[src/rtl/rpn_stack_evaluator_core_assert.svh]
// ---------------------------------------------------------------------------
// RPN evaluator assertion macros
// Shared property forms for the checks at the end of the top level.
// ---------------------------------------------------------------------------
`ifndef RPN_STACK_EVALUATOR_CORE_ASSERT_SVH
`define RPN_STACK_EVALUATOR_CORE_ASSERT_SVH

// The consequent must hold in the same cycle as the antecedent.
`define RPN_ASSERT_SAME(lbl, ante, cons) \
	lbl: assert property (@(posedge clk) disable iff (!arst_n) (ante) |-> (cons)) \
		else $error("rpn check failed: same-cycle property");

// The consequent must hold in the cycle after the antecedent.
`define RPN_ASSERT_NEXT(lbl, ante, cons) \
	lbl: assert property (@(posedge clk) disable iff (!arst_n) (ante) |=> (cons)) \
		else $error("rpn check failed: next-cycle property");

`endif

[src/rtl/rpn_pkg.sv]
// ---------------------------------------------------------------------------
// RPN evaluator package
// Types, character codes and helpers shared by the evaluator modules.
// ---------------------------------------------------------------------------
package rpn_pkg;

	// Default number of stack entries.
	localparam int STACK_DEPTH_DEF = 16;

	// Operand width and number of divider iterations.
	localparam int DW = 32;

	// Character codes.
	localparam logic [7:0] CH_ZERO  = 8'h30;
	localparam logic [7:0] CH_NINE  = 8'h39;
	localparam logic [7:0] CH_PLUS  = 8'h2B;
	localparam logic [7:0] CH_MINUS = 8'h2D;
	localparam logic [7:0] CH_STAR  = 8'h2A;
	localparam logic [7:0] CH_SLASH = 8'h2F;
	localparam logic [7:0] CH_SPACE = 8'h20;
	localparam logic [7:0] CH_TAB   = 8'h09;
	localparam logic [7:0] CH_CR    = 8'h0D;

	// Result status codes.
	typedef enum logic [2:0] {
		ST_OK      = 3'd0,
		ST_SEP     = 3'd1,
		ST_BADCHAR = 3'd2,
		ST_FEW     = 3'd3,
		ST_DIVZERO = 3'd4,
		ST_EMPTY   = 3'd5,
		ST_LEFT    = 3'd6,
		ST_DEEP    = 3'd7
	} status_t;

	// Arithmetic operations.
	typedef enum logic [1:0] {
		OP_ADD,
		OP_SUB,
		OP_MUL,
		OP_DIV
	} op_t;

	// Controller states.
	typedef enum logic [2:0] {
		S_IDLE,
		S_DECODE,
		S_EXEC,
		S_DIV,
		S_FIN
	} state_t;

	// Commands from the controller to the datapath.
	typedef struct packed {
		logic        push;
		logic [3:0]  digit;
		logic        rd_en;
		logic        alu_wr;
		op_t         alu_op;
		logic        div_start;
		logic        div_wr;
		logic        out_load;
		status_t     out_status;
		logic        clear;
	} dp_cmd_t;

	// Status from the datapath to the controller.
	typedef struct packed {
		logic full;
		logic lt2;
		logic empty;
		logic multi;
		logic top_zero;
		logic div_done;
		logic out_free;
	} dp_stat_t;

	// Whitespace that may stand between tokens.
	function automatic logic is_blank(input logic [7:0] c);
		return (c == CH_SPACE) || (c inside {[CH_TAB:CH_CR]});
	endfunction

endpackage

[src/rtl/rpn_div.sv]
// ---------------------------------------------------------------------------
// RPN signed divider
// Radix-2 restoring divider on magnitudes, one quotient bit per cycle,
// quotient truncated toward zero.
// ---------------------------------------------------------------------------
module rpn_div (
	input  logic                    clk,
	input  logic                    arst_n,
	input  logic                    start,
	input  logic [rpn_pkg::DW-1:0]  dividend,
	input  logic [rpn_pkg::DW-1:0]  divisor,
	output logic                    done,
	output logic [rpn_pkg::DW-1:0]  quotient
);
	import rpn_pkg::*;

	localparam int CNT_W = $clog2(DW);

	logic             busy_q;
	logic             done_q;
	logic [CNT_W-1:0] cnt_q;
	logic [DW-1:0]    rem_q;
	logic [DW-1:0]    quo_q;
	logic [DW-1:0]    dvs_q;
	logic             neg_q;
	logic [DW:0]      trial;

	// Trial subtraction of the divisor from the shifted partial remainder.
	assign trial = {rem_q, quo_q[DW-1]} - {1'b0, dvs_q};

	// Control of the iteration.
	always_ff @(posedge clk or negedge arst_n) begin
		if (!arst_n) begin
			busy_q <= 1'b0;
			done_q <= 1'b0;
			cnt_q  <= '0;
		end else begin
			done_q <= 1'b0;
			if (start) begin
				busy_q <= 1'b1;
				cnt_q  <= '0;
			end else if (busy_q) begin
				cnt_q <= cnt_q + CNT_W'(1);
				if (cnt_q == CNT_W'(DW - 1)) begin
					busy_q <= 1'b0;
					done_q <= 1'b1;
				end
			end
		end
	end

	// Operand magnitudes and the shift of quotient and remainder.
	always_ff @(posedge clk) begin
		if (start) begin
			dvs_q <= divisor[DW-1] ? (DW'(0) - divisor) : divisor;
			quo_q <= dividend[DW-1] ? (DW'(0) - dividend) : dividend;
			rem_q <= '0;
			neg_q <= dividend[DW-1] ^ divisor[DW-1];
		end else if (busy_q) begin
			if (!trial[DW]) begin
				rem_q <= trial[DW-1:0];
				quo_q <= {quo_q[DW-2:0], 1'b1};
			end else begin
				rem_q <= {rem_q[DW-2:0], quo_q[DW-1]};
				quo_q <= {quo_q[DW-2:0], 1'b0};
			end
		end
	end

	// Restore the sign; the most negative value over minus one stays as it is.
	assign done     = done_q;
	assign quotient = neg_q ? (DW'(0) - quo_q) : quo_q;

endmodule

[src/rtl/rpn_dpath.sv]
// ---------------------------------------------------------------------------
// RPN datapath
// Operand stack with the top entry in a register, arithmetic unit,
// divider and the output register.
// ---------------------------------------------------------------------------
module rpn_dpath #(
	parameter int STACK_DEPTH = rpn_pkg::STACK_DEPTH_DEF
) (
	input  logic                    clk,
	input  logic                    arst_n,
	input  rpn_pkg::dp_cmd_t        cmd,
	output rpn_pkg::dp_stat_t       stat,
	output logic                    m_tvalid,
	input  logic                    m_tready,
	output logic [rpn_pkg::DW-1:0]  m_tdata,
	output logic [2:0]              m_tuser
);
	import rpn_pkg::*;

	localparam int CW = $clog2(STACK_DEPTH + 1);
	localparam int AW = $clog2(STACK_DEPTH);

	// Entries below the top of the stack; the top lives in top_q.
	logic [DW-1:0] mem [STACK_DEPTH];

	logic [CW-1:0] count_q;
	logic [DW-1:0] top_q;
	logic [DW-1:0] rd_q;
	logic [CW-1:0] count_m1;
	logic [CW-1:0] count_m2;
	logic [DW-1:0] alu_res;
	logic          div_done;
	logic [DW-1:0] div_quo;
	logic          m_valid_q;
	logic [DW-1:0] m_data_q;
	logic [2:0]    m_user_q;

	assign count_m1 = count_q - CW'(1);
	assign count_m2 = count_q - CW'(2);

	// Stack memory: the old top moves down on a push, the left operand is read.
	always_ff @(posedge clk) begin
		if (cmd.push && (count_q != '0)) begin
			mem[count_m1[AW-1:0]] <= top_q;
		end
		if (cmd.rd_en) begin
			rd_q <= mem[count_m2[AW-1:0]];
		end
	end

	// Add, subtract and multiply, all wrapping at the operand width.
	always_comb begin
		case (cmd.alu_op)
			OP_ADD:  alu_res = rd_q + top_q;
			OP_SUB:  alu_res = rd_q - top_q;
			OP_MUL:  alu_res = rd_q * top_q;
			default: alu_res = rd_q;
		endcase
	end

	rpn_div u_div (
		.clk      (clk),
		.arst_n   (arst_n),
		.start    (cmd.div_start),
		.dividend (rd_q),
		.divisor  (top_q),
		.done     (div_done),
		.quotient (div_quo)
	);

	// Top of stack.
	always_ff @(posedge clk) begin
		if (cmd.push) begin
			top_q <= {{(DW-4){1'b0}}, cmd.digit};
		end else if (cmd.alu_wr) begin
			top_q <= alu_res;
		end else if (cmd.div_wr) begin
			top_q <= div_quo;
		end
	end

	// Fill count of the stack.
	always_ff @(posedge clk or negedge arst_n) begin
		if (!arst_n) begin
			count_q <= '0;
		end else if (cmd.clear) begin
			count_q <= '0;
		end else if (cmd.push) begin
			count_q <= count_q + CW'(1);
		end else if (cmd.alu_wr || cmd.div_wr) begin
			count_q <= count_m1;
		end
	end

	// Output register: the result waits here until the receiver takes it.
	always_ff @(posedge clk or negedge arst_n) begin
		if (!arst_n) begin
			m_valid_q <= 1'b0;
		end else if (cmd.out_load) begin
			m_valid_q <= 1'b1;
		end else if (m_tready) begin
			m_valid_q <= 1'b0;
		end
	end

	always_ff @(posedge clk) begin
		if (cmd.out_load) begin
			m_data_q <= (cmd.out_status == ST_OK) ? top_q : '0;
			m_user_q <= cmd.out_status;
		end
	end

	assign m_tvalid = m_valid_q;
	assign m_tdata  = m_data_q;
	assign m_tuser  = m_user_q;

	// Status for the controller.
	assign stat.full     = (count_q == CW'(STACK_DEPTH));
	assign stat.lt2      = (count_q < CW'(2));
	assign stat.empty    = (count_q == '0);
	assign stat.multi    = (count_q > CW'(1));
	assign stat.top_zero = (top_q == '0);
	assign stat.div_done = div_done;
	assign stat.out_free = !m_valid_q || m_tready;

endmodule

[src/rtl/rpn_ctrl.sv]
// ---------------------------------------------------------------------------
// RPN controller
// Tokeniser, error latch and sequencer of the stack operations.
// ---------------------------------------------------------------------------
module rpn_ctrl (
	input  logic               clk,
	input  logic               arst_n,
	input  logic               s_tvalid,
	output logic               s_tready,
	input  logic [7:0]         s_tdata,
	input  logic               s_tlast,
	output rpn_pkg::dp_cmd_t   cmd,
	input  rpn_pkg::dp_stat_t  stat
);
	import rpn_pkg::*;

	state_t     state_q, state_d;
	logic [7:0] char_q;
	logic       last_q;
	logic       pend_v_q, pend_v_d;
	logic [7:0] pend_tok_q, pend_tok_d;
	status_t    err_q, err_d;
	op_t        op_q, op_d;
	logic       do_exec;
	logic [7:0] tok;
	state_t     state_end;

	// State and token registers.
	always_ff @(posedge clk or negedge arst_n) begin
		if (!arst_n) begin
			state_q    <= S_IDLE;
			pend_v_q   <= 1'b0;
			pend_tok_q <= '0;
			err_q      <= ST_OK;
			last_q     <= 1'b0;
		end else begin
			state_q    <= state_d;
			pend_v_q   <= pend_v_d;
			pend_tok_q <= pend_tok_d;
			err_q      <= err_d;
			if (s_tvalid && s_tready) begin
				last_q <= s_tlast;
			end
		end
	end

	always_ff @(posedge clk) begin
		if (s_tvalid && s_tready) begin
			char_q <= s_tdata;
		end
		op_q <= op_d;
	end

	// Where a request goes once its stack work is finished.
	assign state_end = last_q ? S_FIN : S_IDLE;

	// Next state and commands.
	always_comb begin
		state_d    = state_q;
		pend_v_d   = pend_v_q;
		pend_tok_d = pend_tok_q;
		err_d      = err_q;
		op_d       = op_q;
		cmd        = '0;
		cmd.alu_op = op_q;
		s_tready   = 1'b0;
		do_exec    = 1'b0;
		tok        = pend_v_q ? pend_tok_q : char_q;

		case (state_q)
			S_IDLE: begin
				s_tready = 1'b1;
				if (s_tvalid) begin
					state_d = S_DECODE;
				end
			end

			S_DECODE: begin
				state_d = state_end;
				// A held token needs a space after it; otherwise start a new token.
				if (err_q == ST_OK) begin
					if (pend_v_q) begin
						pend_v_d = 1'b0;
						if (char_q == CH_SPACE) begin
							do_exec = 1'b1;
						end else begin
							err_d = ST_SEP;
						end
					end else if (!is_blank(char_q)) begin
						if (last_q) begin
							do_exec = 1'b1;
						end else begin
							pend_v_d   = 1'b1;
							pend_tok_d = char_q;
						end
					end
				end
				// Judge the token and issue its stack work.
				if (do_exec) begin
					if (tok inside {[CH_ZERO:CH_NINE]}) begin
						if (stat.full) begin
							err_d = ST_DEEP;
						end else begin
							cmd.push  = 1'b1;
							cmd.digit = tok[3:0];
						end
					end else if (!(tok == CH_PLUS || tok == CH_MINUS ||
						tok == CH_STAR || tok == CH_SLASH)) begin
						err_d = ST_BADCHAR;
					end else if (stat.lt2) begin
						err_d = ST_FEW;
					end else if ((tok == CH_SLASH) && stat.top_zero) begin
						err_d = ST_DIVZERO;
					end else begin
						cmd.rd_en = 1'b1;
						state_d   = S_EXEC;
						case (tok)
							CH_PLUS:  op_d = OP_ADD;
							CH_MINUS: op_d = OP_SUB;
							CH_STAR:  op_d = OP_MUL;
							default:  op_d = OP_DIV;
						endcase
					end
				end
			end

			S_EXEC: begin
				if (op_q == OP_DIV) begin
					cmd.div_start = 1'b1;
					state_d       = S_DIV;
				end else begin
					cmd.alu_wr = 1'b1;
					state_d    = state_end;
				end
			end

			S_DIV: begin
				if (stat.div_done) begin
					cmd.div_wr = 1'b1;
					state_d    = state_end;
				end
			end

			S_FIN: begin
				// Report the result, empty the stack and clear the error and any held token.
				if (stat.out_free) begin
					cmd.out_load = 1'b1;
					cmd.clear    = 1'b1;
					if (err_q != ST_OK) begin
						cmd.out_status = err_q;
					end else if (stat.empty) begin
						cmd.out_status = ST_EMPTY;
					end else if (stat.multi) begin
						cmd.out_status = ST_LEFT;
					end else begin
						cmd.out_status = ST_OK;
					end
					err_d      = ST_OK;
					pend_v_d   = 1'b0;
					pend_tok_d = '0;
					state_d    = S_IDLE;
				end
			end

			default: begin
				state_d = S_IDLE;
			end
		endcase
	end

endmodule

[src/rtl/rpn_stack_evaluator_core.sv]
// ---------------------------------------------------------------------------
// RPN stack evaluator core
// Evaluates a reverse Polish expression, one ASCII character per request.
//
// Input channel s_*: one character per request, s_tlast marks the final one.
// Output channel m_*: one result per expression, sent after the final
// character; m_tdata carries the value, m_tuser the status code.
// Each character is taken in the idle state and decoded; + - and * add an
// execute step, and / adds the radix-2 divider, which retires one quotient
// bit per cycle. The final character adds a step that loads the output
// register, and the result is offered in the cycle after it is loaded.
// The result waits in the output register while the receiver stalls; the
// next expression is taken in meanwhile and only its final step waits.
// Reset empties the stack, clears any held token and error, and drops a
// result that has not been taken. No clearing pass is needed.
// ---------------------------------------------------------------------------
`include "rpn_stack_evaluator_core_assert.svh"

module rpn_stack_evaluator_core #(
	parameter int STACK_DEPTH = rpn_pkg::STACK_DEPTH_DEF
) (
	input  logic        clk,
	input  logic        arst_n,
	input  logic        s_tvalid,
	output logic        s_tready,
	input  logic [7:0]  s_tdata,   // [7:0] char_in
	input  logic        s_tlast,   // last_char
	output logic        m_tvalid,
	input  logic        m_tready,
	output logic [31:0] m_tdata,   // [31:0] value
	output logic [2:0]  m_tuser    // [2:0] status
);
	import rpn_pkg::*;

	dp_cmd_t  cmd;
	dp_stat_t stat;

	rpn_ctrl u_ctrl (
		.clk      (clk),
		.arst_n   (arst_n),
		.s_tvalid (s_tvalid),
		.s_tready (s_tready),
		.s_tdata  (s_tdata),
		.s_tlast  (s_tlast),
		.cmd      (cmd),
		.stat     (stat)
	);

	rpn_dpath #(
		.STACK_DEPTH (STACK_DEPTH)
	) u_dpath (
		.clk      (clk),
		.arst_n   (arst_n),
		.cmd      (cmd),
		.stat     (stat),
		.m_tvalid (m_tvalid),
		.m_tready (m_tready),
		.m_tdata  (m_tdata),
		.m_tuser  (m_tuser)
	);

	// No stack work is commanded while a new request may be taken.
	`RPN_ASSERT_SAME(a_idle_no_work, s_tready, !(cmd.push || cmd.rd_en || cmd.alu_wr || cmd.div_wr))
	// A result is loaded only when the output register is free.
	`RPN_ASSERT_SAME(a_load_free, cmd.out_load, stat.out_free)
	// The quotient is written back only when the divider has finished.
	`RPN_ASSERT_SAME(a_div_wr_done, cmd.div_wr, stat.div_done)
	// A loaded result is offered in the following cycle.
	`RPN_ASSERT_NEXT(a_load_valid, cmd.out_load, m_tvalid)

endmodule
[config.mk]
export PLATFORM = sky130hd
export DESIGN_NAME = rpn_stack_evaluator_core
export DESIGN_NICKNAME = d
export VERILOG_FILES = /design/src/rtl/rpn_pkg.sv /design/src/rtl/rpn_div.sv /design/src/rtl/rpn_dpath.sv /design/src/rtl/rpn_ctrl.sv /design/src/rtl/rpn_stack_evaluator_core.sv
export VERILOG_INCLUDE_DIRS = /design/src /design/src/rtl
export SDC_FILE = /design/constraint.sdc
export NUM_CORES = 2
export LEC_CHECK = 0
export ABC_AREA = 1
export BUFFER_PORTS_ARGS = -buffer_cell sky130_fd_sc_hd__buf_4
export CAP_MARGIN = 0
export CORE_ASPECT_RATIO = 0.7
export CORE_MARGIN = 3
export CORE_UTILIZATION = 65
export DETAILED_ROUTE_END_ITERATION = 8
export PLACE_DENSITY_LB_ADDON = 0.3
export SETUP_SLACK_MARGIN = 0.2
export SLEW_MARGIN = 5
export SYNTH_ARGS = -nofsm -noshare
export SYNTH_HDL_FRONTEND = slang
export SYNTH_SLANG_ARGS = --single-unit
[constraint.sdc]
create_clock -name clk -period 8.2 [get_ports clk]
set_input_delay 1.23 -clock clk [delete_from_list [all_inputs] [get_ports clk]]
set_output_delay 1.23 -clock clk [all_outputs]
set_load 0.01 [all_outputs]
==> impl_metrics.prom <==
# TYPE chip_impl_metric gauge
chip_impl_info{name="run_status",value="finished, final reports clean"} 1
chip_impl_metric{name="clock_insertion_delay_worst_skew",unit="ps"} 670
chip_impl_metric{name="fp.dieArea",unit="mm^2"} 0.08487
chip_impl_metric{name="overflow",unit=""} 0
chip_impl_metric{name="finalHoldViolCount",unit=""} 0
chip_impl_metric{name="final_min_period_over_clock_period",unit="%"} 93.72
chip_impl_metric{name="stdcell_count",unit=""} 6966
chip_impl_metric{name="initial_core_util",unit="%"} 66.41
chip_impl_metric{name="gpl_congestion",unit=""} 1.041
chip_impl_metric{name="post_route_cells_drive_above_1_share",unit="%"} 7.073
chip_impl_metric{name="ys.warnings.count",unit=""} 0
chip_impl_metric{name="grt_usage",unit="%"} 38.50
chip_impl_metric{name="fp.coreArea",unit="mm^2"} 0.07963
chip_impl_metric{name="antenna_violations_before_repair",unit=""} 3
chip_impl_metric{name="design_area",unit="mm^2"} 0.05698
chip_impl_info{name="cts_tree",value="yes"} 1
chip_impl_metric{name="rrSetupSlack",unit="ps"} 520
chip_impl_metric{name="drt_first_iter_violations",unit=""} 6368
chip_impl_info{name="worst_setup_path_start_kind",value="flop"} 1
chip_impl_info{name="min_path_type",value="reg -> reg"} 1
chip_impl_metric{name="worstPathArrival",unit="ps"} 8230
chip_impl_metric{name="clock.fmax",unit="GHz"} 0.1301
chip_impl_metric{name="finalSetupViolCount",unit=""} 0
chip_impl_info{name="synthTopCellsByArea",value="sky130_fd_sc_hd__edfxtp_1 37%, sky130_fd_sc_hd__fa_1 16%, sky130_fd_sc_hd__nand2_1 8.4%, sky130_fd_sc_hd__inv_1 7.4%, sky130_fd_sc_hd__o21ai_0 4.9%"} 1
chip_impl_metric{name="syn_area_per_cell",unit="um^2"} 8.969
chip_impl_metric{name="largest_net_degree_at_the_start_of_global_routing",unit=""} 205
chip_impl_metric{name="min_tclk_post_route",unit="ps"} 7685
chip_impl_info{name="regToRegEndpoint",value="u_dpath.top_q[26]"} 1
chip_impl_metric{name="reg2regPathDepth",unit=""} 22
chip_impl_metric{name="whs_path_depth",unit=""} 2
chip_impl_metric{name="ys_async_sr_fraction",unit="%"} 3.882
chip_impl_metric{name="detailroute.via_count",unit=""} 43118
chip_impl_metric{name="edff_count_synth",unit=""} 658
chip_impl_metric{name="final_util",unit="%"} 71.56
chip_impl_metric{name="ant_nets",unit=""} 0
chip_impl_metric{name="max_cap_viol_count",unit=""} 0
chip_impl_metric{name="clock_tree.htree_level_count",unit=""} 3
chip_impl_metric{name="first_global_vias",unit=""} 41414
chip_impl_metric{name="post_cts.repair.setup_buffers",unit=""} 0
chip_impl_info{name="hold_path_end",value="u_dpath.u_div.rem_q[10]"} 1
chip_impl_metric{name="worst_path_max_fanout",unit=""} 17
chip_impl_metric{name="dpl_cell_area",unit="mm^2"} 0.05462
chip_impl_metric{name="post_synth_inst_count",unit=""} 5896
chip_impl_metric{name="worst_slew_pin_slew",unit="ps"} 1399
chip_impl_info{name="ctsRootBufferMaster",value="sky130_fd_sc_hd__clkbuf_16"} 1
chip_impl_metric{name="mappedNetlistArea",unit="mm^2"} 0.05288
chip_impl_metric{name="timing.slew.headroom",unit="%"} 6.719
chip_impl_metric{name="drt_pre_antenna_iters",unit=""} 8
chip_impl_metric{name="remaining_drc_errors",unit=""} 0
chip_impl_metric{name="n_antenna_cell",unit=""} 0
chip_impl_metric{name="avgRoutedWirePerCell",unit="um"} 23.35
chip_impl_info{name="r2r-start",value="u_dpath.rd_q[7]"} 1
chip_impl_metric{name="fin_nets",unit=""} 6477
chip_impl_metric{name="clock_skew",unit="ps"} 40.59
chip_impl_metric{name="clock_path_buffers",unit=""} 3
chip_impl_metric{name="setup-tns-final",unit="ps"} 0
chip_impl_metric{name="synth_sequential_area_ratio",unit="%"} 41.01
chip_impl_metric{name="worst_ep_required_time",unit="ps"} 8750
chip_impl_metric{name="synth.lib_cells_used.distinct",unit=""} 67
chip_impl_metric{name="clk_transition_reported_paths",unit="ps"} 70
chip_impl_metric{name="timing.final.max_slew_violations",unit=""} 0
chip_impl_metric{name="cts_repair_resize_count",unit=""} 0
chip_impl_metric{name="drt_wl_total",unit="um"} 162600
chip_impl_metric{name="die-height",unit="um"} 244.6
chip_impl_metric{name="hpwlAfterDp",unit="um"} 113600
chip_impl_metric{name="grt_pass1_wl",unit="um"} 247800
chip_impl_metric{name="floorplan.die.width",unit="um"} 346.9
chip_impl_metric{name="tritoncts_num_sinks",unit=""} 747
chip_impl_info{name="most_frequent_cell_after_synthesis",value="sky130_fd_sc_hd__nand2_1"} 1
chip_impl_metric{name="area_delta_synth_final",unit="%"} 7.751
chip_impl_metric{name="synth_nets",unit=""} 6520
chip_impl_info{name="synth.top_cells.by_count",value="1,183 x sky130_fd_sc_hd__nand2_1, 1,044 x sky130_fd_sc_hd__inv_1, 658 x sky130_fd_sc_hd__edfxtp_1"} 1
chip_impl_metric{name="number_of_buffers_inserted_by_port_buffering",unit=""} 49
chip_impl_metric{name="synth_top_cell_area_share",unit="%"} 37.36
chip_impl_metric{name="placementRows",unit=""} 86
chip_impl_info{name="critPathCaptureType",value="flop"} 1
chip_impl_info{name="synthDominantAreaCellType",value="sky130_fd_sc_hd__edfxtp_1"} 1
chip_impl_metric{name="io-pin-count",unit=""} 50
chip_impl_info{name="holdCritStartpoint",value="u_dpath.u_div.rem_q[10]"} 1
chip_impl_metric{name="yosys_register_bits",unit=""} 747
chip_impl_metric{name="route.detailed.vias_per_inst",unit=""} 6.190
chip_impl_metric{name="cts-buffers-inserted",unit=""} 72
chip_impl_metric{name="cts_hold_repair_buffers",unit=""} 0
chip_impl_info{name="critical_path_class",value="reg -> reg"} 1
chip_impl_metric{name="dp_cells",unit=""} 6835
chip_impl_info{name="grt_setup_unrepaired",value="no"} 1
chip_impl_info{name="synth-main-ff-cell",value="sky130_fd_sc_hd__edfxtp_1"} 1
[area by class of cell]
class / instances / area (um^2)
tap: 1056 / 1321
timing repair buffer: 184 / 1456
sequential: 747 / 21700
multi-input combinational: 3791 / 26170
clock buffer: 83 / 1864
clock inverter: 48 / 494.2
fill: 5843 / 22650
inverter: 1057 / 3975
[per-stage QoR]
| step | hold slack (ps) | setup slack (ps) |
|---|---|---|
| floorplan | 448.8 | 1334 |
| global placement | 462.9 | 711.3 |
| detailed placement | 464.5 | 662.8 |
| CTS | 476.8 | 667.8 |
| global route | 501.5 | 219.1 |
| finish | 474.4 | 515.2 |
[metal layers]
| metal | global-route usage (%) | vias to the layer above | share of wire (%) |
|---|---|---|---|
| met3 | 12.81 | 437 | 15 |
| met5 | 0 | - | 0.0043 |
| met4 | 12.69 | 2 | 3.7 |
| li1 | - | 19000 | - |
| met2 | 54.41 | 3061 | 41 |
| met1 | 56.33 | 20618 | 40 |
[cell families (layout without fill, tap and decap cells)]
logic type | Yosys count | after routing | synth area share [%]
and+or+nand+nor | 2080 | 2080 | 16.20
xor gates and xnor gates | 98 | 98 | 1.623
DFF | 747 | 747 | 41.01
AOI/OAI and AO/OA | 1001 | 1001 | 11.05
adders and majority gates | 611 | 611 | 20.28
buffers and inverters | 1358 | 1372 | 9.817
muxes | 1 | 1 | 0.02129
[sequential cells by signal, summed over array words and instances, names as in the netlist, 2 cells and up]
name                 count
u_ctrl.char_q            8
u_ctrl.op_q              2
u_dpath.m_tuser          3
u_dpath.u_div.cnt_q      5
u_dpath.count_q          5
u_dpath.top_q           32
u_ctrl.pend_tok_q        8
u_ctrl.state_q           3
u_dpath.u_div.dvs_q     32
u_dpath.mem            512
u_dpath.m_tdata         32
u_ctrl.err_q             3
u_dpath.u_div.quo_q     32
u_dpath.rd_q            32
u_dpath.u_div.rem_q     32
[placed cells by master, fill, tap and decap left out, drive strengths merged, types with 15 or more instances in the layout]
master | synthesis | routed
dfxtp | 60 | 60
nor4 | 16 | 16
inv | 1050 | 1055
o211ai | 43 | 43
dfrtp | 29 | 29
edfxtp | 658 | 658
a31oi | 21 | 21
nand4 | 28 | 28
o21ai | 557 | 557
clkbuf | 222 | 83
buf | 79 | 184
nor3 | 56 | 56
or2 | 24 | 24
a21oi | 175 | 175
nand2 | 1197 | 1197
clkinv | 7 | 39
nor2 | 535 | 535
xor2 | 66 | 66
a21o | 15 | 15
o22ai | 32 | 32
ha | 201 | 201
nand3 | 208 | 208
fa | 410 | 410
o221ai | 105 | 105
xnor2 | 32 | 32
[how the worst max path moves through the flow]
stage | endpoint | cells past startpoint | slack [ps] | start
5_1_grt | u_dpath.top_q[26] | 22 | 220 | u_dpath.rd_q[7]
3_5_place_dp | u_dpath.top_q[26] | 22 | 660 | u_dpath.rd_q[7]
3_3_place_gp | u_dpath.top_q[26] | 22 | 710 | u_dpath.rd_q[7]
4_1_cts | u_dpath.top_q[26] | 22 | 670 | u_dpath.rd_q[7]
6_report | u_dpath.top_q[26] | 22 | 520 | u_dpath.rd_q[7]
2_1_floorplan | u_dpath.top_q[27] | 30 | 1330 | u_dpath.top_q[5]
[critical path: stages, from the launching register on]
cell	delay, ps
sky130_fd_sc_hd__edfxtp_1	1080
sky130_fd_sc_hd__buf_4	310
sky130_fd_sc_hd__nand2_1	60
sky130_fd_sc_hd__inv_1	70
sky130_fd_sc_hd__fa_1	450
sky130_fd_sc_hd__fa_1	540
sky130_fd_sc_hd__inv_1	60
sky130_fd_sc_hd__fa_1	480
sky130_fd_sc_hd__inv_1	50
sky130_fd_sc_hd__fa_1	450
sky130_fd_sc_hd__fa_1	480
sky130_fd_sc_hd__fa_1	480
sky130_fd_sc_hd__fa_1	450
sky130_fd_sc_hd__fa_1	490
sky130_fd_sc_hd__ha_1	390
sky130_fd_sc_hd__a21oi_1	270
sky130_fd_sc_hd__inv_1	60
sky130_fd_sc_hd__a31oi_1	260
sky130_fd_sc_hd__nand4_1	220
sky130_fd_sc_hd__o21ai_0	570
sky130_fd_sc_hd__o211ai_1	180
sky130_fd_sc_hd__nand2_1	120
sky130_fd_sc_hd__inv_1	50
Power is not shown: default switching activity piles up to over one toggle a cycle in this logic, so the estimate is an artifact.
